==> src/hw/rtl/lrdb_ram.sv <==
// generic simple dual port ram with registered read
module lrdb_ram #(
    parameter int WIDTH = 32,
    parameter int DEPTH = 16
) (
    input  logic                                    clk,
    input  logic                                    we,
    input  logic [((DEPTH > 1) ? $clog2(DEPTH) : 1)-1:0] waddr,
    input  logic [WIDTH-1:0]                        wdata,
    input  logic [((DEPTH > 1) ? $clog2(DEPTH) : 1)-1:0] raddr,
    output logic [WIDTH-1:0]                        rdata
);

    logic [WIDTH-1:0] mem [DEPTH];

    always_ff @(posedge clk)
    begin
        if (we)
        begin
            mem[waddr] <= wdata;
        end
        rdata <= mem[raddr];
    end

endmodule

==> config.mk <==
export PLATFORM = sky130hd
export DESIGN_NAME = lrdb_ram
export DESIGN_NICKNAME = d
export VERILOG_FILES = /design/src/hw/rtl/lrdb_ram.sv
export SDC_FILE = /design/constraint.sdc
export NUM_CORES = 1
export LEC_CHECK = 0
export ABC_AREA = 1
export BUFFER_PORTS_ARGS = -buffer_cell sky130_fd_sc_hd__buf_4
export CORE_UTILIZATION = 60
export CTS_CLUSTER_DIAMETER = 150
export DETAILED_ROUTE_END_ITERATION = 10
export MAX_ROUTING_LAYER = met4
export PLACE_DENSITY_LB_ADDON = 0.12
export SETUP_SLACK_MARGIN = 0.05
export SLEW_MARGIN = 20
export SYNTH_ARGS = -nofsm -noshare
export SYNTH_HDL_FRONTEND = slang
export SYNTH_SLANG_ARGS = --single-unit
export TNS_END_PERCENT = 20
==> constraint.sdc <==
create_clock -name clk -period 5.4 [get_ports clk]
set_input_delay 1.08 -clock clk [delete_from_list [all_inputs] [get_ports clk]]
set_output_delay 1.08 -clock clk [all_outputs]
set_load 0.02 [all_outputs]
=== Yosys cells after proc, flatten, opt, wreduce, memory -nomap -nowiden ===
Memories as Yosys holds them, arrays and structs flattened. A register that Yosys moved wholly into a read port is not among the register bits.
Index checks and enable logic that the tools add are counted.

* Bits in registers: 0
* Latch bits: 0
* Memory bits (writable): 512
* Bits in read-only memories: 0
* Memories kept: 1

{| class="wikitable"
|+ Memories
! name !! words !! width !! rd ports !! clocked after Yosys merged registers in !! wr ports !! line !! RTL
|-
| mem || 16 || 32 || 1 || 1 || 1 || 14 || <nowiki>logic [WIDTH-1:0] mem [DEPTH];</nowiki>
|}

* Add/subtract/negate cells: 0
* Multipliers: 0
* Divide/modulo/power cells: 0
* Order comparisons: 0
* Eq/ne operators: 0
* Shift-type cells: 0
* Mux-type cells: 2
* Bitwise logic cells: 0
* Reduce and logical (&&, ||, !) cells: 0

{| class="wikitable"
|+ Operators with widths
! kind !! number
|-
| $mux 1 || 2
|}

=== Logic depth before layout (Yosys ltp) ===
* Depth in word-level cells: 2
* Depth in mapped cells: 10

=== Worst setup path after synthesis ===
Ideal clock, no wire load.

* Path type: input port to flip-flop
* Start point: input port waddr[2] in the netlist's numbering
* End point: memory mem[10][0], enable pin
* Setup time: 0.421 ns
* Arrival: 2.652 ns
* Slack: 2.327 ns
* Stages on the path: 2
* Cells stage by stage: nand3b_1 -> nor2_1

{| class="wikitable"
|+ RTL lines
! item !! line !! RTL
|-
| from (decl) || 8 || <nowiki>input logic [((DEPTH > 1) ? $clog2(DEPTH) : 1)-1:0] waddr,</nowiki>
|-
| to (decl) || 14 ||
|}

Straight into the memory's write port.

==> results.md <==
- Status: completed
- Reg2Reg Setup Slack: 4360 ps
- Total wire length: 51200 microns
- Hold-fix buffers, CTS: 0
- First-pass DRT Iterations: 7
- Core ar.: 37000 sq um
- Drt drc: 0
- PD cells: 355 nW/um^2
- Row count: 70
- CP arrival: 3260 ps
- Placed instance area: 23600 sq um
- Buffers on Ports: 73
- Initial core utilization: 0.615
- Critical path type: input pin to flop
- Slew Limit Headroom: 0.251
- Vias in the first global route: 13900
- Most frequent cells in the layout: nand2_1, edfxtp_1, inv_1
- Die width: 197 microns
- Clk pin slew, worst setup/hold paths: 60 ps
- Post-Syn Instances: 2120
- P&R area growth vs syn: 11.5%
- Initial antenna violation count: 0
- Sequential area share after synthesis: 0.705
- Syn Area/Cell: 10.7 sq um
- Gr usage total: 0.280
- Final Slew Violations: 0
- CTS root buffer: clkbuf_16
- Fin nets: 2212
- Unrepaired setup endpoints after global routing: false
- Number of diodes: 0
- Sw Pwr: 1.96 mW
- Area of the mapped netlist: 22700 sq um
- Post-CTS Setup Bufs: 0
- GRT overflow: 0
- Gpl congestion: 0.782
- Fin. Hold Viols: 0
- Die Ht: 197 microns
- Setup crit start kind: input pin
- FILL cells: 2698
- Max Cap Viol: 0
- Flop pwr share: 0.528
- Total CTS buffers: 53
- Syn nets: 2162
- Clock power frac: 0.409
- Avg Vias per Cell: 5.33
- Critical Path End Type: flop
- Crit Path Max Fanout: 99
- Post-Layout Inst Area: 25300 sq um
- H-tree depth: 2
- Most common cell after layout, fill and taps aside: nand2_1
- Yosys warning count: 0
- Max Buffers Root-to-Sink: 3
- Leak: 10.8 nW
- DIE AREA: 38700 sq um
- Largest net degree at the start of global routing: 166
- Max VDD drop: 0.298 mV
- Drt wl/cell: 18.8 microns
- CTS tree: done
- Detailed Place HPWL: 25300 microns
- Final period utilization: 0.516
- # setup viols final: 0
- First-pass GRT wire length: 78300 microns
- Combinational power share: 0.063
- Worst path required time: 5870 ps
- Clk_skew: 13.8 ps
- Switching share of total power: 0.218
- HP Class: flop to flop
- Worst-skew pair later-pin latency: 590 ps
- Total clock sinks: 544
- Layout cells sized above 1: 0.0898
- Via Count: 14500
- Unique masters post-synth: 15
- Final ANT Viol Nets: 0
- Worst slew pin tran: 1120 ps
- IO Count: 74
- Initial DRC count: 1145
- Fmax: 0.359 GHz
- Internal power: 7.04 mW
- Post-route minimum period: 2790 ps
- Final setup TNS: 0 ps
- Worst hold slack: 651 ps
- Post_cts resized: 0
- Yosys reg bits: 544
[sequential cells by signal, indices dropped and copies added (netlist names)]
register	cells
mem	512
rdata	32
[through the flow]
stage               setup slack [ps]  instances  total power [mW]   util
floorplan                       2330       2120              5.19      -
global placement                2100       2618              5.40  0.637
detailed placement              2070       2618              5.41  0.637
CTS                             2680       2718              9.04  0.685
global route                    2470       2719              9.25  0.686
finish                          2610       2719              9.00  0.686
[worst max-delay path, cell delays in order]
cell and delay [ps]:
clkbuf_8 330, inv_6 700, buf_12 440, nand2_1 120
nand3_1 100, nand3_1 80, nand3_1 150, nand2_1 80
[layer usage]
metal / part of all wire / track usage / wire (microns)
met5: 0 / - / 0
met2: 0.50 / 0.465 / 25500
met4: 0.027 / 0.105 / 1360
met3: 0.063 / 0.0366 / 3230
met1: 0.41 / 0.354 / 21100
[logic make-up after synthesis]
| group | synth area share |
|---|---|
| buffers and inverters | 0.0954 |
| flip-flops | 0.705 |
| AND/OR/NAND/NOR | 0.200 |
[area by class of cell]
| type | instances | area [sq um] | area share |
|---|---|---|---|
| flip-flops and latches | 544 | 16000 | 0.632 |
| multi-input cells | 1081 | 4670 | 0.184 |
| clock buffers | 71 | 1520 | 0.0598 |
| inverters | 390 | 1470 | 0.0581 |
| repair buffers | 100 | 802 | 0.0316 |
| well taps | 504 | 631 | 0.0249 |
| clock inverters | 29 | 239 | 0.00943 |
[final timing paths]
kind	startpoint	end	depth (start not counted)
hold / removal	mem[10][20]	rdata[20]	6
hold reg to reg	mem[10][20]	rdata[20]	6
setup reg to reg	mem[5][23]	rdata[23]	6
setup / recovery	raddr[0]	rdata[18]	8
[power groups by stage]
stage	Clock [mW]	Combinational (mW)	Sequential [mW]
6_report	3.68	0.569	4.75
5_1_grt	3.87	0.626	4.76
4_1_cts	3.72	0.569	4.75
3_5_place_dp	0	0.566	4.84
3_3_place_gp	0	0.556	4.84
2_1_floorplan	0	0.322	4.87
[synth_stat cells, drive strengths merged]
cell | number | area [sq um]
nor2 | 17 | 63.8
edfxtp | 512 | 15400
clkbuf | 14 | 52.6
inv | 390 | 1470
buf | 91 | 649
nand3b | 2 | 15.0
dfxtp | 32 | 641
nand3 | 385 | 1930
nand2 | 677 | 2540
Power figures use the tool's default switching activity.
