### src/hw/rtl/lrdb_pkg.sv
// shared constants and codes for the ray deflect and bin block
package lrdb_pkg;

    localparam int MAX_LENSES_DEF = 16;
    localparam int GRID_SIZE_DEF  = 512;
    localparam int COUNT_BITS_DEF = 32;

    localparam int OP_W      = 2;
    localparam int SLOT_W    = 4;
    localparam int Q_W       = 32;
    localparam int MASS_W    = 31;
    localparam int BADDR_W   = 18;
    localparam int BIN_W     = 9;
    localparam int CNT_OUT_W = 32;
    localparam int LCOUNT_W  = 5;
    localparam int CFG_IDX_W = 3;
    localparam int CFG_W     = 32;

    // per-lens arithmetic widths
    localparam int DIFF_W = 33;
    localparam int MAG_W  = 33;
    localparam int MULA_W = 34;
    localparam int MULP_W = MULA_W + MAG_W;
    localparam int DEN_W  = 66;
    localparam int NUM_W  = 79;
    localparam int STEP_W = $clog2(NUM_W);
    localparam int QLO_W  = 58;
    localparam int TERM_W = QLO_W + 1;
    localparam int ACC_W  = 64;

    localparam logic [TERM_W-1:0] TERM_CAP = {1'b1, {QLO_W{1'b0}}};

    typedef enum logic [OP_W-1:0] {
        OP_LOAD  = 2'd0,
        OP_SHOOT = 2'd1,
        OP_READ  = 2'd2,
        OP_NONE  = 2'd3
    } op_t;

    typedef enum logic [CFG_IDX_W-1:0] {
        REG_SHEAR       = 3'd0,
        REG_CONVERGENCE = 3'd1,
        REG_LENS_COUNT  = 3'd2,
        REG_HALF_WIDTH  = 3'd3,
        REG_BINS_UNIT   = 3'd4
    } cfg_reg_t;

endpackage

### src/hw/rtl/lrdb_div.sv
// two-lane restoring divider sharing one denominator, one bit per cycle
module lrdb_div (
    input  logic                         clk,
    input  logic                         rst_n,
    input  logic                         start,
    input  logic [lrdb_pkg::NUM_W-1:0]   num_x,
    input  logic [lrdb_pkg::NUM_W-1:0]   num_y,
    input  logic [lrdb_pkg::DEN_W-1:0]   den,
    output logic                         done,
    output logic [lrdb_pkg::TERM_W-1:0]  quo_x,
    output logic [lrdb_pkg::TERM_W-1:0]  quo_y
);
    import lrdb_pkg::*;

    logic [DEN_W-1:0]  den_reg;
    logic [NUM_W-1:0]  nx_reg, nx_next, ny_reg, ny_next;
    logic [DEN_W-1:0]  remx_reg, remx_next, remy_reg, remy_next;
    logic [QLO_W-1:0]  qx_reg, qx_next, qy_reg, qy_next;
    logic              ovx_reg, ovx_next, ovy_reg, ovy_next;
    logic [STEP_W-1:0] step_reg, step_next;
    logic              busy_reg, busy_next;
    logic              done_reg, done_next;
    logic [DEN_W:0]    shx, shy;
    logic              gex, gey, high_bit;

    always_comb
    begin
        shx      = {remx_reg, nx_reg[NUM_W-1]};
        shy      = {remy_reg, ny_reg[NUM_W-1]};
        gex      = shx >= {1'b0, den_reg};
        gey      = shy >= {1'b0, den_reg};
        high_bit = step_reg >= STEP_W'(QLO_W);
        nx_next   = nx_reg;
        ny_next   = ny_reg;
        remx_next = remx_reg;
        remy_next = remy_reg;
        qx_next   = qx_reg;
        qy_next   = qy_reg;
        ovx_next  = ovx_reg;
        ovy_next  = ovy_reg;
        step_next = step_reg;
        busy_next = busy_reg;
        done_next = 1'b0;
        if (start)
        begin
            nx_next   = num_x;
            ny_next   = num_y;
            remx_next = '0;
            remy_next = '0;
            qx_next   = '0;
            qy_next   = '0;
            ovx_next  = 1'b0;
            ovy_next  = 1'b0;
            step_next = STEP_W'(NUM_W - 1);
            busy_next = 1'b1;
        end
        else if (busy_reg)
        begin
            nx_next   = {nx_reg[NUM_W-2:0], 1'b0};
            ny_next   = {ny_reg[NUM_W-2:0], 1'b0};
            remx_next = gex ? DEN_W'(shx - {1'b0, den_reg}) : shx[DEN_W-1:0];
            remy_next = gey ? DEN_W'(shy - {1'b0, den_reg}) : shy[DEN_W-1:0];
            // quotient bits at or above the cap position only raise overflow
            qx_next   = {qx_reg[QLO_W-2:0], gex};
            qy_next   = {qy_reg[QLO_W-2:0], gey};
            ovx_next  = ovx_reg | (gex & high_bit);
            ovy_next  = ovy_reg | (gey & high_bit);
            step_next = step_reg - 1'b1;
            if (step_reg == '0)
            begin
                busy_next = 1'b0;
                done_next = 1'b1;
            end
        end
    end

    always_ff @(posedge clk or negedge rst_n)
    begin
        if (!rst_n)
        begin
            busy_reg <= 1'b0;
            done_reg <= 1'b0;
            step_reg <= '0;
        end
        else
        begin
            busy_reg <= busy_next;
            done_reg <= done_next;
            step_reg <= step_next;
        end
    end

    always_ff @(posedge clk)
    begin
        if (start)
        begin
            den_reg <= den;
        end
        nx_reg   <= nx_next;
        ny_reg   <= ny_next;
        remx_reg <= remx_next;
        remy_reg <= remy_next;
        qx_reg   <= qx_next;
        qy_reg   <= qy_next;
        ovx_reg  <= ovx_next;
        ovy_reg  <= ovy_next;
    end

    assign done  = done_reg;
    assign quo_x = ovx_reg ? TERM_CAP : {1'b0, qx_reg};
    assign quo_y = ovy_reg ? TERM_CAP : {1'b0, qy_reg};

endmodule

### config.mk
export PLATFORM = sky130hd
export DESIGN_NAME = lrdb_div
export DESIGN_NICKNAME = d
export VERILOG_FILES = /design/src/hw/rtl/lrdb_pkg.sv /design/src/hw/rtl/lrdb_div.sv
export SDC_FILE = /design/constraint.sdc
export NUM_CORES = 1
export LEC_CHECK = 0
export ABC_CLOCK_PERIOD_IN_PS = 5650
export BUFFER_PORTS_ARGS = -buffer_cell sky130_fd_sc_hd__buf_2
export CORE_MARGIN = 1
export CORE_UTILIZATION = 25
export DETAILED_ROUTE_END_ITERATION = 10
export SLEW_MARGIN = 10
export SYNTH_ARGS = -nofsm -noshare
export SYNTH_HDL_FRONTEND = slang
export SYNTH_SLANG_ARGS = --single-unit
### constraint.sdc
create_clock -name clk -period 5.65 [get_ports clk]
set_clock_uncertainty 0.05 [all_clocks]
set_input_delay 1.13 -clock clk [delete_from_list [all_inputs] [get_ports clk]]
set_output_delay 1.13 -clock clk [all_outputs]
set_load 0.01 [all_outputs]
Word level (Yosys, flattened, before mapping)
Cells that the tools add are included.
Cells by class
  eq/ne operators: 0
  add/subtract/negate cells: 3
  multipliers: 0
  reduce and logical (&&, ||, !) cells: 2
  shift operators: 0
  muxes and demuxes: 16
  $lt $le $gt $ge: 3
  bitwise logic cells: 4
  div/mod/pow operators: 0
Operator list (number)
  $mux 79: 4
  $ge 67x66->1: 2
  $mux 66: 2
  $sub 66x66->66: 2
  $mux 59: 2
  $mux 7: 2
  $ge 7x6->1 const B: 1
  $logic_not 7->1: 1
  $sub 7x1->7 const B: 1
  $mux 1: 6
  $and 1x1->1: 2
  $or 1x1->1: 2
  $reduce_bool 2->1: 1
Word-level totals
  bits in writable memories: 0
  bits in latches: 0
  bits in registers: 483
  output and inout bits: 119
  input bits: 227
  memory bits (read-only): 0
  word-level logic and storage cells: 40
  memories: 0

Logic depth before layout (Yosys ltp)
  depth in word-level cells: 4
  mapped depth: 15

Worst setup path before layout
Ideal clock, no wire load.
  path type: input -> register
  start: input start
  end: register nx_reg[0], enable pin
  library setup time: 0.510 ns
  path buffers: 3
  arrival: 4.895 ns
  stages on the path: 5
  setup slack: 0.195 ns
  path through: clkbuf_1 -> nor2_1 -> clkbuf_1 -> clkbuf_1 -> inv_1
On the way
  cells in the longest elaborated chain, start to end: 1
Ends and longest elaborated chain
  start: declaration: line lrdb_div.sv:5  | input logic start,
  $reduce_bool 2->1 (no source line)
  end signal: assignment: line lrdb_div.sv:99  | nx_reg <= nx_next;
  end: declaration: line lrdb_div.sv:16  | logic [NUM_W-1:0] nx_reg, nx_next, ny_reg, ny_next;
No other way between the ends.
A chain may end at the register's enable or synchronous reset.

Worst setup path after layout
  start: register den_reg[1]
  end: register remy_reg[13]
On the way
  cells in the longest elaborated chain, start to end: 2
Ends and longest elaborated chain
  start: declaration: line lrdb_div.sv:15  | logic [DEN_W-1:0] den_reg;
  start signal: assignment: line lrdb_div.sv:97  | den_reg <= den;
  $sub 66x66->66 or $ge 67x66->1 (tied branches): line lrdb_div.sv:62, lrdb_div.sv:31
  $mux 66 (*): line lrdb_div.sv:62  | remy_next = gey ? DEN_W'(shy - {1'b0, den_reg}) : shy[DEN_W-1:0];
  end signal: assignment: line lrdb_div.sv:102  | remy_reg <= remy_next;
  end: declaration: line lrdb_div.sv:17  | logic [DEN_W-1:0] remx_reg, remx_next, remy_reg, remy_next;
Mark *: on every way between the ends. The rest lies on a longest branch, timed or not.

==> flow_summary.toml <==
[route]
avgRoutedWirePerCell_um = 17.5
vias = 23209
dr.pass1.iters = 5
via_per_inst = 4.88
ant_nets = 0
totalWireLength_mm = 83.1
drtIter0Drc = 1678
drc_errors = 0

[clocking]
clock_path_buffers = 3
cts-root-buf = "clkbuf_16"
clk_latency_ns = 0.65
htreeDepth = 2
cts_tree = "yes"
postCtsSetupBuffers = 0
cts_inserted_buffers = 56
hold_buffers = 0
ctsResizeCount = 0
clock-sinks = 483
clkTransAtPathRegs_ns = 0.07

[place]
preCtsSetupSlack_ns = 1.14
port_buffers = 345
dp.cells = 4651
post-dp-hpwl_mm = 60.7
gp_congestion = 0.922

[timing]
rsz0062_at_grt = "false"
slew_headroom_pct = 25.4
whs_ns = 0.296
fin_ws_ns = 1.20
worst_pin_slew_ns = 1.12
period_share_pct = 78.8
period_needed_ns = 4.45
slew_violations = 0
finalSetupTns_ns = 0
setup_violations = 0
hold_viol = 0
fmax_mhz = 225

[grt]
gr-total-overflow = 0
grt.met3_usage_pct = 2.84
grt-busiest-layer = "met2"
grt_pass1_vias = 22162
grt_pass1_wl_mm = 128
use_met1_pct = 17.6
grt_use_met2_pct = 23.5
antenna_found_initial = 20
track_usage_pct = 13.9
grt_start_max_net_pins = 162

[critical_path]
critical_path_required_ns = 6.12
path_buf_inv = 2
critPathKind = "flip-flop to flip-flop"
arrival_ns = 4.92
critPathSlowestCell = "and2_2"
cp.depth = 13
critPathLaunchType = "flip-flop"
path_delay_family = "compound AO/OA/AOI/OAI gates"
endpoint_kind = "flip-flop"
cp_cell_sequence = "inv_1, ha_1, nor2b_1, o31ai_1, a2111o_1, a31oi_1, o211a_1, o2111a_2, o211ai_4, and2_2, buf_4, nand2_1, a311oi_1"
cpPeakStageDelay_ns = 0.66
reg2reg_depth = 13
critPathMaxFanout = 29

[finish]
stdcell_count = 4756
area_delta_synth_final_pct = 18.0
nets = 3585
final_common_cell = "buf_2"
final_cell_mix = "344 x buf_2, 308 x nor2_1, 277 x nand2_1"
drive_gt1_share_pct = 20.3
nFillCells = 11708

[yosys]
synth_top_area_share_pct = 23.8
syn_area_per_cell_um2 = 9.51
syn-instance-count = 2970
ys_async_sr_fraction_pct = 1.86
synth_area_leaders = "edfxtp_1 24%, dfxtp_1 18%, mux2_2 6.3%"
yosysWarningCount = 0
synth_area_um2 = 28200
ys.flop_type = "dfxtp_1"
synth_cell_types = 87
ys_ff_latch = 483
syn_nets = 3334
synth_top_area_cell = "edfxtp_1"
synth-edff-count = 224
seq_area_frac_synth_pct = 42.3

[power]
power_leakage_nw = 14.7
powerDensity_nw_per_um2 = 264
ir_drop_v = 0.000246

[die]
die_h_um = 338
ios = 346
die_x_um = 338
initial_core_util_pct = 25.4
core_area_um2 = 111000
rows = 122
dieArea_um2 = 114000

[status]
status = "completed"

[flow_run]
maxCapViolations = 0

[min_path]
min_path_type = "input port to asynchronous set/reset pin"
## area by class of cell
cell class / instances / area (µm²) / area share [%]
Multi-Input combinational cell: 2189 / 15100 / 45.2
Sequential cell: 483 / 12000 / 35.9
Timing Repair Buffer: 372 / 1950 / 5.86
Tap cell: 1488 / 1860 / 5.59
Clock buffer: 68 / 1510 / 4.52
Clock inverter: 36 / 541 / 1.62
Inverter: 119 / 452 / 1.36
Antenna cell: 1 / 2.50 / 0.00751
## report_power, final
group | total (W) | switching [W] | leakage [nW] | internal (W)
clock network | 0.00409 | 0.00163 | 1.00 | 0.00246
logic | 0.000809 | 0.000471 | 9.23 | 0.000338
registers | 0.00390 | 0.0000537 | 4.44 | 0.00384
total | 0.00879 | 0.00215 | 14.7 | 0.00664
## cell families (layout without fill, tap and decap cells)
family                   count (synthesis)  in the layout  synth area share [%]
AO/OA/AOI/OAI                          675            675                  16.3
XOR/XNOR                               110            110                  3.41
adder cells (fa/ha/maj)                137            137                  6.12
buffers and inverters                  298            595                  4.45
flip-flops                             483            483                  42.3
multiplexers                           306            306                  11.5
other                                    0              1                     0
AND/OR/NAND/NOR                        961            961                  15.8
## layer usage
metal	share of wire, %	routed length, µm	vias to the layer above
met3	6.0	4950	164
met4	3.1	2590	24
met1	43	36100	11097
met5	0.19	154	-
li1	-	-	11299
met2	47	39300	625
## through the flow
stage | total power (W) | instance area, µm² | utilization [%]
6_report | 0.00879 | 33300 | 30.0
3_3_place_gp | 0.00477 | 31300 | 28.1
5_1_grt | 0.00912 | 33300 | 29.9
4_1_cts | 0.00892 | 33300 | 29.9
2_1_floorplan | 0.00450 | 28200 | -
3_5_place_dp | 0.00478 | 31300 | 28.1
## synthesized netlist by cell type (36+ instances only)
cell type	n
inv_1	118
xnor2_1	77
a21oi_1	175
a21o_1	61
ha_1	135
a311oi_1	62
nor2b_1	128
o21ai_0	104
nor2_1	310
clkbuf_1	136
a211oi_1	50
mux2_2	158
nand4_1	36
nand3_1	65
dfxtp_1	250
edfxtp_1	224
mux2i_1	148
nand2_1	278
## path summary, 6_finish.rpt
| kind | startpoint | slack (ns) | endpoint |
|---|---|---|---|
| setup / recovery | den_reg[1] | 1.20 | remy_reg[13] |
| hold / removal | rst_n | 0.30 | done |
| setup reg to reg | den_reg[1] | 1.20 | remy_reg[13] |
| hold reg to reg | remy_reg[20] | 0.42 | remy_reg[21] |
| max in group asynchronous | rst_n | 5.03 | step_reg[3] |
| min in group clk | remy_reg[20] | 0.42 | remy_reg[21] |
## worst register-to-register path: stages, from the launching register on
cell      delay (ns)
edfxtp_1        0.36
inv_1           0.18
ha_1            0.27
nor2b_1         0.15
o31ai_1         0.39
a2111o_1        0.33
a31oi_1         0.23
o211a_1         0.32
o2111a_2        0.31
o211ai_4        0.29
and2_2          0.66
buf_4           0.45
nand2_1         0.11
a311oi_1        0.26
(Power assumes the default switching activity.)
